**src/rtl/core/rbdg_pkg.sv**
```systemverilog
`timescale 1ns / 1ps
// ----------------------------------------------------------------------------
// rbdg_pkg
// Shared constants, beat types and the 12-bit Gray decoder for the
// four-chip bit-plane deinterleaver.
// ----------------------------------------------------------------------------
package rbdg_pkg;

	localparam int unsigned NumChips = 4;

	localparam logic [1:0] FMT_LEAD   = 2'd0;
	localparam logic [1:0] FMT_PLAIN  = 2'd1;
	localparam logic [1:0] FMT_PACKED = 2'd2;
	localparam logic [1:0] FMT_NONE   = 2'd3;

	localparam logic [14:0] LEN_FMT0    = 15'd30787;
	localparam logic [14:0] LEN_FMT1    = 15'd30786;
	localparam logic [14:0] LEN_FMT2    = 15'd15394;
	localparam logic [14:0] BODY_PLAIN  = 15'd30784;
	localparam logic [14:0] BODY_PACKED = 15'd15392;

	localparam logic [10:0] IDX_GRAY_END = 11'd1920;
	localparam logic [10:0] IDX_ROLL     = 11'd1920;
	localparam logic [10:0] IDX_TS_HI    = 11'd1921;
	localparam logic [10:0] IDX_TS_LO    = 11'd1922;
	localparam logic [10:0] IDX_TRAILER  = 11'd1924;

	localparam logic [7:0] DAC_MAGIC_LO = 8'hAB;
	localparam logic [7:0] DAC_MAGIC_HI = 8'hCD;

	typedef logic [15:0] word_t;
	typedef logic [23:0] stamp_t;

	typedef struct packed {
		logic                       valid;
		logic [10:0]                index;
		word_t [NumChips-1:0]       words;
		logic [15:0]                dac;
	} beat_t;

	typedef struct packed {
		logic [10:0]                index;
		word_t [NumChips-1:0]       words;
		logic [3:0]                 roll_pos;
		logic                       roll_mismatch;
		stamp_t [NumChips-1:0]      stamps;
		logic [15:0]                dac;
	} result_t;

	function automatic logic [11:0] gray12(input logic [11:0] g);
		logic        acc;
		logic [11:0] r;
		acc = 1'b0;
		r   = '0;
		for (int b = 11; b >= 0; b--) begin
			acc  = acc ^ g[b];
			r[b] = acc;
		end
		return r;
	endfunction

endpackage

```
**src/rtl/core/rbdg_in_if.sv**
```systemverilog
`timescale 1ns / 1ps
// ----------------------------------------------------------------------------
// rbdg_in_if
// Byte channel: one raw stream byte and its event start mark per beat.
// ----------------------------------------------------------------------------
interface rbdg_in_if;
	logic       valid;
	logic       ready;
	logic [7:0] raw_byte;
	logic       event_start;

	modport source (output valid, raw_byte, event_start, input ready);
	modport sink   (input valid, raw_byte, event_start, output ready);
endinterface

```
**src/rtl/core/rbdg_out_if.sv**
```systemverilog
`timescale 1ns / 1ps
// ----------------------------------------------------------------------------
// rbdg_out_if
// Word channel: one completed word set or trailer per beat.
// ----------------------------------------------------------------------------
interface rbdg_out_if;
	logic        valid;
	logic        ready;
	logic [10:0] word_index;
	logic [15:0] word_chip0;
	logic [15:0] word_chip1;
	logic [15:0] word_chip2;
	logic [15:0] word_chip3;
	logic [3:0]  roll_pos;
	logic        roll_mismatch;
	logic [23:0] timestamp_chip0;
	logic [23:0] timestamp_chip1;
	logic [23:0] timestamp_chip2;
	logic [23:0] timestamp_chip3;
	logic [15:0] injection_dac;

	modport source (
		output valid, word_index, word_chip0, word_chip1, word_chip2, word_chip3,
		       roll_pos, roll_mismatch, timestamp_chip0, timestamp_chip1,
		       timestamp_chip2, timestamp_chip3, injection_dac,
		input  ready
	);
	modport sink (
		input  valid, word_index, word_chip0, word_chip1, word_chip2, word_chip3,
		       roll_pos, roll_mismatch, timestamp_chip0, timestamp_chip1,
		       timestamp_chip2, timestamp_chip3, injection_dac,
		output ready
	);
endinterface

```
**src/rtl/core/rbdg_assemble.sv**
```systemverilog
`timescale 1ns / 1ps
// ----------------------------------------------------------------------------
// rbdg_assemble
// Tracks the byte position in the event, places bit-plane bits into the
// four chip words and registers each completed word or trailer beat.
// ----------------------------------------------------------------------------
module rbdg_assemble
	import rbdg_pkg::*;
(
	input  logic       clk,
	input  logic       arst_n,
	input  logic       cfg_wr_en,
	input  logic [1:0] cfg_wr_data,
	input  logic       adv,
	input  logic       in_valid,
	input  logic [7:0] raw_byte,
	input  logic       event_start,
	output beat_t      beat_s1
);

	logic [1:0]           fmt_q;
	logic [14:0]          pos_q;
	word_t [NumChips-1:0] asm_q;
	logic [7:0]           dac_lo_q;

	logic                 accept;
	logic                 fmt_ok;
	logic                 is_packed;
	logic [14:0]          len;
	logic                 restart;
	logic [14:0]          pos;
	logic [14:0]          pos_inc;
	logic [14:0]          pos_nxt;
	logic [14:0]          off;
	logic [14:0]          body_end;
	logic [14:0]          rel;
	logic                 in_body;
	logic                 is_dac_lo;
	logic                 is_dac_hi;
	logic [2:0]           j3;
	logic [3:0]           j4;
	logic                 first;
	logic                 last;
	logic [10:0]          idx;
	logic [3:0]           sh;
	word_t [NumChips-1:0] base;
	word_t [NumChips-1:0] nxt;
	logic [15:0]          dac;

	always_comb begin
		accept    = in_valid & adv;
		fmt_ok    = (fmt_q != FMT_NONE);
		is_packed = (fmt_q == FMT_PACKED);
		case (fmt_q)
			FMT_LEAD:  len = LEN_FMT0;
			FMT_PLAIN: len = LEN_FMT1;
			default:   len = LEN_FMT2;
		endcase
		restart  = event_start | (pos_q >= len);
		pos      = restart ? '0 : pos_q;
		pos_inc  = pos + 15'd1;
		pos_nxt  = (pos_inc >= len) ? '0 : pos_inc;
		off      = (fmt_q == FMT_LEAD) ? 15'd1 : 15'd0;
		body_end = off + (is_packed ? BODY_PACKED : BODY_PLAIN);
		rel      = pos - off;
		in_body  = (pos >= off) && (pos < body_end);
		is_dac_lo = (pos == body_end);
		is_dac_hi = (pos == body_end + 15'd1);
		j3 = rel[2:0];
		j4 = rel[3:0];
		if (is_packed) begin
			first = (j3 == 3'd0);
			last  = (j3 == 3'd7);
			idx   = rel[13:3];
			sh    = {3'd7 - j3, 1'b0};
		end else begin
			first = (j4 == 4'd0);
			last  = (j4 == 4'd15);
			idx   = rel[14:4];
			sh    = 4'd15 - j4;
		end
		for (int k = 0; k < NumChips; k++) begin
			base[k] = (restart | first) ? '0 : asm_q[k];
			if (is_packed)
				nxt[k] = base[k] | (word_t'({raw_byte[7-k], raw_byte[3-k]}) << sh);
			else
				nxt[k] = base[k] | (word_t'(raw_byte[3-k]) << sh);
		end
		if ((fmt_q == FMT_LEAD) || ((dac_lo_q == DAC_MAGIC_LO) && (raw_byte == DAC_MAGIC_HI)))
			dac = '0;
		else
			dac = {raw_byte, dac_lo_q};
	end

	always_ff @(posedge clk or negedge arst_n) begin
		if (!arst_n) begin
			fmt_q    <= FMT_PLAIN;
			pos_q    <= '0;
			asm_q    <= '0;
			dac_lo_q <= '0;
		end else begin
			if (cfg_wr_en)
				fmt_q <= cfg_wr_data;
			if (accept && fmt_ok) begin
				pos_q <= pos_nxt;
				if (in_body)
					asm_q <= nxt;
				else if (restart)
					asm_q <= '0;
				if (is_dac_lo)
					dac_lo_q <= raw_byte;
			end
		end
	end

	always_ff @(posedge clk or negedge arst_n) begin
		if (!arst_n) begin
			beat_s1 <= '0;
		end else if (adv) begin
			beat_s1.valid <= accept & fmt_ok & ((in_body & last) | is_dac_hi);
			beat_s1.index <= in_body ? idx : IDX_TRAILER;
			beat_s1.words <= in_body ? nxt : '0;
			beat_s1.dac   <= in_body ? '0 : dac;
		end
	end

endmodule

```
**src/rtl/core/rbdg_decode.sv**
```systemverilog
`timescale 1ns / 1ps
// ----------------------------------------------------------------------------
// rbdg_decode
// Gray-decodes completed words below IDX_GRAY_END, derives roll position, mismatch and
// timestamps, and holds the result register of the output channel.
// ----------------------------------------------------------------------------
module rbdg_decode
	import rbdg_pkg::*;
(
	input  logic    clk,
	input  logic    arst_n,
	input  logic    adv,
	input  beat_t   beat_s1,
	output logic    res_valid_q,
	output result_t res_q
);

	logic [11:0]          ts_hi_q [NumChips];
	result_t              res_nxt;
	logic [12:0]          mask0;
	logic                 mismatch;
	logic [3:0]           top1;
	logic                 at_roll;
	logic                 at_ts_lo;

	always_comb begin
		mask0    = beat_s1.words[0][12:0];
		mismatch = 1'b0;
		for (int k = 1; k < NumChips; k++)
			if (beat_s1.words[k][12:0] != mask0)
				mismatch = 1'b1;
		top1 = '0;
		for (int b = 0; b < 13; b++)
			if (mask0[b])
				top1 = 4'(b + 1);
		if (mask0[12] && mask0[11])
			top1 = 4'd0;
		else if (mask0[12] && (mask0[11:1] == '0) && mask0[0])
			top1 = 4'd1;
		at_roll  = (beat_s1.index == IDX_ROLL);
		at_ts_lo = (beat_s1.index == IDX_TS_LO);

		res_nxt.index         = beat_s1.index;
		res_nxt.dac           = beat_s1.dac;
		res_nxt.roll_pos      = (at_roll && !mismatch) ? top1 : '0;
		res_nxt.roll_mismatch = at_roll & mismatch;
		for (int k = 0; k < NumChips; k++) begin
			if (beat_s1.index < IDX_GRAY_END)
				res_nxt.words[k] = {beat_s1.words[k][15], 3'b000,
				                    gray12(beat_s1.words[k][11:0])};
			else
				res_nxt.words[k] = beat_s1.words[k];
			res_nxt.stamps[k] = at_ts_lo ?
				{ts_hi_q[k], gray12(beat_s1.words[k][12:1])} : '0;
		end
	end

	always_ff @(posedge clk or negedge arst_n) begin
		if (!arst_n) begin
			res_valid_q <= 1'b0;
			for (int k = 0; k < NumChips; k++)
				ts_hi_q[k] <= '0;
		end else if (adv) begin
			res_valid_q <= beat_s1.valid;
			if (beat_s1.valid && (beat_s1.index == IDX_TS_HI))
				for (int k = 0; k < NumChips; k++)
					ts_hi_q[k] <= gray12(beat_s1.words[k][11:0]);
		end
	end

	always_ff @(posedge clk) begin
		if (adv)
			res_q <= res_nxt;
	end

endmodule

```
**src/rtl/core/readout_bitplane_deinterleave_gray.sv**
```systemverilog
`timescale 1ns / 1ps
// ----------------------------------------------------------------------------
// readout_bitplane_deinterleave_gray
// Rebuilds four chip words from a raw bit-plane byte stream and emits them
// Gray-decoded, with roll, timestamp and injection DAC trailer results.
// ----------------------------------------------------------------------------
// Path: a byte that completes a word or the trailer passes through the assembly
// register, then the result register, before its result is valid.
// Throughput: one byte per cycle; the two registers advance together and
// stall only while the result register holds a beat not yet taken.
// Reset: arst_n clears position, assembly words, timestamps and valids;
// the format register comes up as 1.
// ----------------------------------------------------------------------------
module readout_bitplane_deinterleave_gray
	import rbdg_pkg::*;
(
	input  logic       clk,
	input  logic       arst_n,
	input  logic       cfg_wr_en,
	input  logic [1:0] cfg_wr_data,
	rbdg_in_if.sink    byte_in,
	rbdg_out_if.source word_out
);

	logic    adv;
	beat_t   beat_s1;
	logic    res_valid_q;
	result_t res_q;

	assign adv           = !res_valid_q || word_out.ready;
	assign byte_in.ready = adv;

	rbdg_assemble u_assemble (
		.clk         (clk),
		.arst_n      (arst_n),
		.cfg_wr_en   (cfg_wr_en),
		.cfg_wr_data (cfg_wr_data),
		.adv         (adv),
		.in_valid    (byte_in.valid),
		.raw_byte    (byte_in.raw_byte),
		.event_start (byte_in.event_start),
		.beat_s1     (beat_s1)
	);

	rbdg_decode u_decode (
		.clk         (clk),
		.arst_n      (arst_n),
		.adv         (adv),
		.beat_s1     (beat_s1),
		.res_valid_q (res_valid_q),
		.res_q       (res_q)
	);

	assign word_out.valid           = res_valid_q;
	assign word_out.word_index      = res_q.index;
	assign word_out.word_chip0      = res_q.words[0];
	assign word_out.word_chip1      = res_q.words[1];
	assign word_out.word_chip2      = res_q.words[2];
	assign word_out.word_chip3      = res_q.words[3];
	assign word_out.roll_pos        = res_q.roll_pos;
	assign word_out.roll_mismatch   = res_q.roll_mismatch;
	assign word_out.timestamp_chip0 = res_q.stamps[0];
	assign word_out.timestamp_chip1 = res_q.stamps[1];
	assign word_out.timestamp_chip2 = res_q.stamps[2];
	assign word_out.timestamp_chip3 = res_q.stamps[3];
	assign word_out.injection_dac   = res_q.dac;

endmodule
```
**src/flat_wrapper.sv**
```systemverilog
// flat-port wrapper written by rule: the top's interface ports become plain ports
module readout_bitplane_deinterleave_gray_flat import rbdg_pkg::*;
  (clk, arst_n, cfg_wr_en, cfg_wr_data, byte_in_valid, byte_in_raw_byte, byte_in_event_start, byte_in_ready, word_out_valid, word_out_word_index, word_out_word_chip0, word_out_word_chip1, word_out_word_chip2, word_out_word_chip3, word_out_roll_pos, word_out_roll_mismatch, word_out_timestamp_chip0, word_out_timestamp_chip1, word_out_timestamp_chip2, word_out_timestamp_chip3, word_out_injection_dac, word_out_ready);
  rbdg_in_if byte_in_i ();
  rbdg_out_if word_out_i ();
  input  logic clk;
  input  logic arst_n;
  input  logic cfg_wr_en;
  input  logic [1:0] cfg_wr_data;
  input wire logic [$bits(byte_in_i.valid)-1:0] byte_in_valid;
  input wire logic [$bits(byte_in_i.raw_byte)-1:0] byte_in_raw_byte;
  input wire logic [$bits(byte_in_i.event_start)-1:0] byte_in_event_start;
  output wire logic [$bits(byte_in_i.ready)-1:0] byte_in_ready;
  output wire logic [$bits(word_out_i.valid)-1:0] word_out_valid;
  output wire logic [$bits(word_out_i.word_index)-1:0] word_out_word_index;
  output wire logic [$bits(word_out_i.word_chip0)-1:0] word_out_word_chip0;
  output wire logic [$bits(word_out_i.word_chip1)-1:0] word_out_word_chip1;
  output wire logic [$bits(word_out_i.word_chip2)-1:0] word_out_word_chip2;
  output wire logic [$bits(word_out_i.word_chip3)-1:0] word_out_word_chip3;
  output wire logic [$bits(word_out_i.roll_pos)-1:0] word_out_roll_pos;
  output wire logic [$bits(word_out_i.roll_mismatch)-1:0] word_out_roll_mismatch;
  output wire logic [$bits(word_out_i.timestamp_chip0)-1:0] word_out_timestamp_chip0;
  output wire logic [$bits(word_out_i.timestamp_chip1)-1:0] word_out_timestamp_chip1;
  output wire logic [$bits(word_out_i.timestamp_chip2)-1:0] word_out_timestamp_chip2;
  output wire logic [$bits(word_out_i.timestamp_chip3)-1:0] word_out_timestamp_chip3;
  output wire logic [$bits(word_out_i.injection_dac)-1:0] word_out_injection_dac;
  input wire logic [$bits(word_out_i.ready)-1:0] word_out_ready;
  assign byte_in_i.valid = byte_in_valid;
  assign byte_in_i.raw_byte = byte_in_raw_byte;
  assign byte_in_i.event_start = byte_in_event_start;
  assign byte_in_ready = byte_in_i.ready;
  assign word_out_valid = word_out_i.valid;
  assign word_out_word_index = word_out_i.word_index;
  assign word_out_word_chip0 = word_out_i.word_chip0;
  assign word_out_word_chip1 = word_out_i.word_chip1;
  assign word_out_word_chip2 = word_out_i.word_chip2;
  assign word_out_word_chip3 = word_out_i.word_chip3;
  assign word_out_roll_pos = word_out_i.roll_pos;
  assign word_out_roll_mismatch = word_out_i.roll_mismatch;
  assign word_out_timestamp_chip0 = word_out_i.timestamp_chip0;
  assign word_out_timestamp_chip1 = word_out_i.timestamp_chip1;
  assign word_out_timestamp_chip2 = word_out_i.timestamp_chip2;
  assign word_out_timestamp_chip3 = word_out_i.timestamp_chip3;
  assign word_out_injection_dac = word_out_i.injection_dac;
  assign word_out_i.ready = word_out_ready;
  readout_bitplane_deinterleave_gray u_core (.clk(clk), .arst_n(arst_n), .cfg_wr_en(cfg_wr_en), .cfg_wr_data(cfg_wr_data), .byte_in(byte_in_i), .word_out(word_out_i));
endmodule
```
**config.mk**
```make
export PLATFORM = sky130hd
export DESIGN_NAME = readout_bitplane_deinterleave_gray_flat
export DESIGN_NICKNAME = d
export VERILOG_FILES = /design/src/rtl/core/rbdg_pkg.sv /design/src/rtl/core/rbdg_in_if.sv /design/src/rtl/core/rbdg_out_if.sv /design/src/rtl/core/rbdg_assemble.sv /design/src/rtl/core/rbdg_decode.sv /design/src/rtl/core/readout_bitplane_deinterleave_gray.sv /design/src/flat_wrapper.sv
export SDC_FILE = /design/constraint.sdc
export NUM_CORES = 1
export LEC_CHECK = 0
export BUFFER_PORTS_ARGS = -buffer_cell sky130_fd_sc_hd__buf_4
export CAP_MARGIN = 10
export CORE_MARGIN = 1.5
export CORE_UTILIZATION = 50
export CTS_BUF_LIST = sky130_fd_sc_hd__clkbuf_16
export DETAILED_ROUTE_END_ITERATION = 10
export PLACE_DENSITY = 0.7
export SETUP_SLACK_MARGIN = 0.3
export SYNTH_ARGS = -nofsm -noshare
export SYNTH_HDL_FRONTEND = slang
export SYNTH_SLANG_ARGS = --single-unit
```
**constraint.sdc**
```tcl
create_clock -name clk -period 9.7 [get_ports clk]
set_input_delay 0 -clock clk [delete_from_list [all_inputs] [get_ports clk]]
set_output_delay 0 -clock clk [all_outputs]
set_load 0.005 [all_outputs]
```
==> out/qor.txt <==
=====================================================================================
Outcome                                                                  finished, final reports clean
Worst-path clk slew                                                           0.07 ns
Post-synth ARST share                                                          54.50%
Antenna viol nets, final                                                            0
Residual DRC count                                                                  0
Vert. Die Dim                                                                202.3 µm
Endpoint kind of the worst setup timing path                                flip-flop
Register-to-register setup slack                                              3.70 ns
Post-Syn Instances                                                              1,731
Critical path launch point type                                             flip-flop
Antenna Cells                                                                       0
Clock buffers created by TritonCTS                                                 45
Peak per-stage delay on the critical path                                     0.79 ns
Capture point of the worst reg-to-reg path                               u_core.u_assemble.pos_q[5]
Initial core utilization                                                       51.04%
Sinks on the clock net                                                            422
Number of vias in the routed layout                                            14,560
Worst setup path endpoint                                                u_core.u_assemble.pos_q[5]
Setup crit start                                                         u_core.u_assemble.pos_q[7]
Number of global-route vias before repair                                      14,260
Total Power                                                                  5.625 mW
Area of the core                                                          0.03892 mm²
Buffers plus inverters on the worst setup path                                      2
Remaining global-route overflow                                                     0
Htree depth                                                                         2
Worst vdd rail ir drop                                                       144.9 µV
Pin slew with the least headroom to its limit                                1.259 ns
Worst endpoint required time                                                 10.18 ns
Final setup violation count                                                         0
Final setup TNS                                                                  0 ns
Final core area utilization                                                    59.41%
Cell Chain, Critical Path                                                nor4_1 > o41ai_1 > a22oi_1 > and2_1 > nand2_1 > inv_1 > ha_1 > inv_1 > nor2_1 > xnor2_1 > nor2_1 > ha_1 > o31ai_1 > a31oi_1 > a311o_1 > a211o_1 > o21ai_2 > a21oi_1 > a211oi_1
Clock latency reported for the late side of the worst-skew pair               0.58 ns
Kind of cell adding the most delay to the critical path                  compound AO/OA/AOI/OAI gates
Global-route wire length before repair                                       85.49 mm
Final clock period utilization by the worst path                               61.82%
Worst clock skew                                                           0.01734 ns
Power per Cell Area                                                      243.3 mW/mm²
Number of standard cells in the final layout excluding fillers                  2,421
Standby leakage power                                                        10.52 nW
Avg Synthesized Cell Area                                                   11.47 µm²
Most frequent standard cell in the layout excluding fill and tap cells   sky130_fd_sc_hd__dfrtp_1
Number of hold violations in the final report                                       0
Final Slew Violations                                                               0
Placer congestion estimate                                                     0.8970
Most instantiated flip-flop cell in the synthesis netlist                sky130_fd_sc_hd__dfrtp_1
Netlist area before placement                                             0.01986 mm²
Start of the worst register-to-register path                             u_core.u_assemble.pos_q[7]
Antenna violations before repair                                                    0
Sequential element share of the synthesized area                               58.01%
Hold Path Class                                                              in2async
Total routing resource utilization after global routing                        27.09%
Count of warnings emitted by yosys                                                  0
Number of enable-type register cells in the synthesized netlist                   192
Post-DR wirelength/cell                                                      22.90 µm
Min Tclk post-route                                                          5.997 ns
Number of I/O port buffers                                                        209
Critical path start-end classification                                        reg2reg
Die area                                                                  0.04093 mm²
Number of placement rows                                                           72
Master of the slowest instance on the critical path                      sky130_fd_sc_hd__a22oi_1
Maximum fanout along the worst path                                                16
Most frequent cells in the layout                                        sky130_fd_sc_hd__dfrtp_1 (229), sky130_fd_sc_hd__buf_4 (228), sky130_fd_sc_hd__edfxtp_1 (192), sky130_fd_sc_hd__nor2_1 (159), sky130_fd_sc_hd__nand2_1 (142)
Worst-case setup margin in the final layout                                  3.703 ns
Tightest hold margin                                                       0.02993 ns
Hpwl dp                                                                      36.57 mm
Relative max-transition margin                                                 15.68%
Nets in the synthesized netlist                                                 1,760
Highest clock frequency the design can meet                                0.1668 GHz
Critical path arrival                                                         6.48 ns
TritonRoute pass-1 iters                                                            5
Number of violations of the max-capacitance limit                                   0
Pre-CTS WS                                                                   3.812 ns
Root Buffer Master                                                       sky130_fd_sc_hd__clkbuf_16
Syn-to-layout area delta                                                       16.40%
Final net count                                                                 1,896
Setup repair after global routing missed its margin                             false
Via/cell ratio                                                                  6.013
Fraction of layout instances using a drive strength above 1                    18.55%
Flops & latches, synth                                                            422
Top-level port count                                                              210
CTS tree                                                                         done
Count of routing violations after the opening detailed-route iteration          1,236
Cell depth of the worst setup path                                                 19
Horizontal extent of the die                                                 202.3 µm
Count of different cell masters after synthesis                                    81
Area after DPL                                                            0.02160 mm²
Placed Instances                                                                2,324
Pin count of the biggest net entering global routing                              140
Buffers from clock root to sink, at most                                            3
Total Routed Length                                                          55.44 mm
Depth of the most critical reg-to-reg path                                         19
Post-layout instance area                                                 0.02312 mm²
=====================================================================================
-- worst min-delay path by stage --
stage | to | slack (ns) | depth (start not counted)
after floorplan | u_core.u_assemble.asm_q[0] | -0.30 | 0
after detailed placement | u_core.u_assemble.pos_q[1] | 0.09 | 1
after CTS | u_core.u_assemble.beat_s1[91] | 0.03 | 6
after global routing | u_core.u_assemble.pos_q[8] | 0.09 | 2
final | u_core.u_assemble.pos_q[8] | 0.03 | 2
after global placement | u_core.u_assemble.pos_q[1] | 0.08 | 1
-- worst register-to-register path: stages (launching register included) --
cell	delay, ns
sky130_fd_sc_hd__dfrtp_1	0.55
sky130_fd_sc_hd__nor4_1	0.61
sky130_fd_sc_hd__o41ai_1	0.16
sky130_fd_sc_hd__a22oi_1	0.79
sky130_fd_sc_hd__and2_1	0.55
sky130_fd_sc_hd__nand2_1	0.20
sky130_fd_sc_hd__inv_1	0.12
sky130_fd_sc_hd__ha_1	0.37
sky130_fd_sc_hd__inv_1	0.16
sky130_fd_sc_hd__nor2_1	0.30
sky130_fd_sc_hd__xnor2_1	0.17
sky130_fd_sc_hd__nor2_1	0.08
sky130_fd_sc_hd__ha_1	0.36
sky130_fd_sc_hd__o31ai_1	0.09
sky130_fd_sc_hd__a31oi_1	0.07
sky130_fd_sc_hd__a311o_1	0.35
sky130_fd_sc_hd__a211o_1	0.23
sky130_fd_sc_hd__o21ai_2	0.26
sky130_fd_sc_hd__a21oi_1	0.24
sky130_fd_sc_hd__a211oi_1	0.25
-- state kept, by name (all words and copies together), names as in the netlist --
register	cells
u_core.u_decode.res_q	192
u_core.u_decode.ts_hi_q	48
u_core.u_assemble.dac_lo_q	8
u_core.u_assemble.fmt_q	2
u_core.u_assemble.beat_s1	92
u_core.u_assemble.asm_q	64
u_core.u_assemble.pos_q	15
u_core.u_decode.res_valid_q	1
-- cell families after synthesis --
family / Yosys count / share of synthesized area, %
flip-flops: 422 / 58.01
buffers and inverters: 174 / 3.735
XOR/XNOR: 168 / 8.057
multiplexers: 22 / 1.209
adder cells (fa/ha/maj): 13 / 0.8189
AND/OR/NAND/NOR: 608 / 15.03
AO/OA/AOI/OAI: 324 / 13.14
-- cells in the mapped netlist, drive strengths merged, types with 7 or more instances --
| cell type | instances | share of area (%) |
|---|---|---|
| a211o | 8 | 0.35 |
| a21o | 7 | 0.26 |
| a21oi | 30 | 0.76 |
| a221o | 53 | 2.7 |
| a22o | 38 | 1.7 |
| a22oi | 16 | 0.60 |
| a31oi | 7 | 0.22 |
| and2 | 21 | 0.66 |
| and3 | 79 | 2.5 |
| buf | 46 | 1.3 |
| clkbuf | 108 | 2.0 |
| dfrtp | 229 | 29 |
| edfxtp | 192 | 29 |
| ha | 13 | 0.82 |
| inv | 20 | 0.38 |
| mux2 | 13 | 0.74 |
| mux2i | 9 | 0.47 |
| nand2 | 145 | 2.8 |
| nand3 | 28 | 0.76 |
| nand4 | 22 | 0.69 |
| nor2 | 160 | 3.0 |
| nor3 | 92 | 2.3 |
| nor4 | 19 | 0.71 |
| o21ai | 58 | 1.5 |
| o2bb2ai | 42 | 2.2 |
| o31ai | 12 | 0.48 |
| or3 | 11 | 0.35 |
| xnor2 | 112 | 5.1 |
| xor2 | 51 | 2.4 |
-- report_power, final --
part	total (mW)	switching (mW)	internal, mW
combinational	1.62	0.914	0.710
clock	1.62	0.710	0.915
sequential	2.38	0.245	2.13
-- cell type report --
cell class / instances / area, µm²
Inverter: 20 / 82.58
Sequential cell: 422 / 11520
Clock inverter: 37 / 231.5
Multi-Input combinational cell: 1135 / 7619
Timing Repair Buffer: 243 / 1867
Fill cell: 3190 / 15800
Clock buffer: 46 / 1151
Tap cell: 518 / 648.1
-- repair_timing --
action	4_1_cts	5_1_grt
buffers inserted	0	0
setup endpoints to repair	0	0
hold buffers	14	0
hold endpoints to repair	138	0
resized for setup	0	0
-- per-layer routing --
metal	track usage, %	vias to the layer above	routed length [µm]
li1	-	6582	-
met1	39.16	7261	24370
met2	42.51	602	25640
met3	3.322	112	3714
met4	9.233	0	1710
met5	0	-	0
Power figures use the tool's default switching activity.
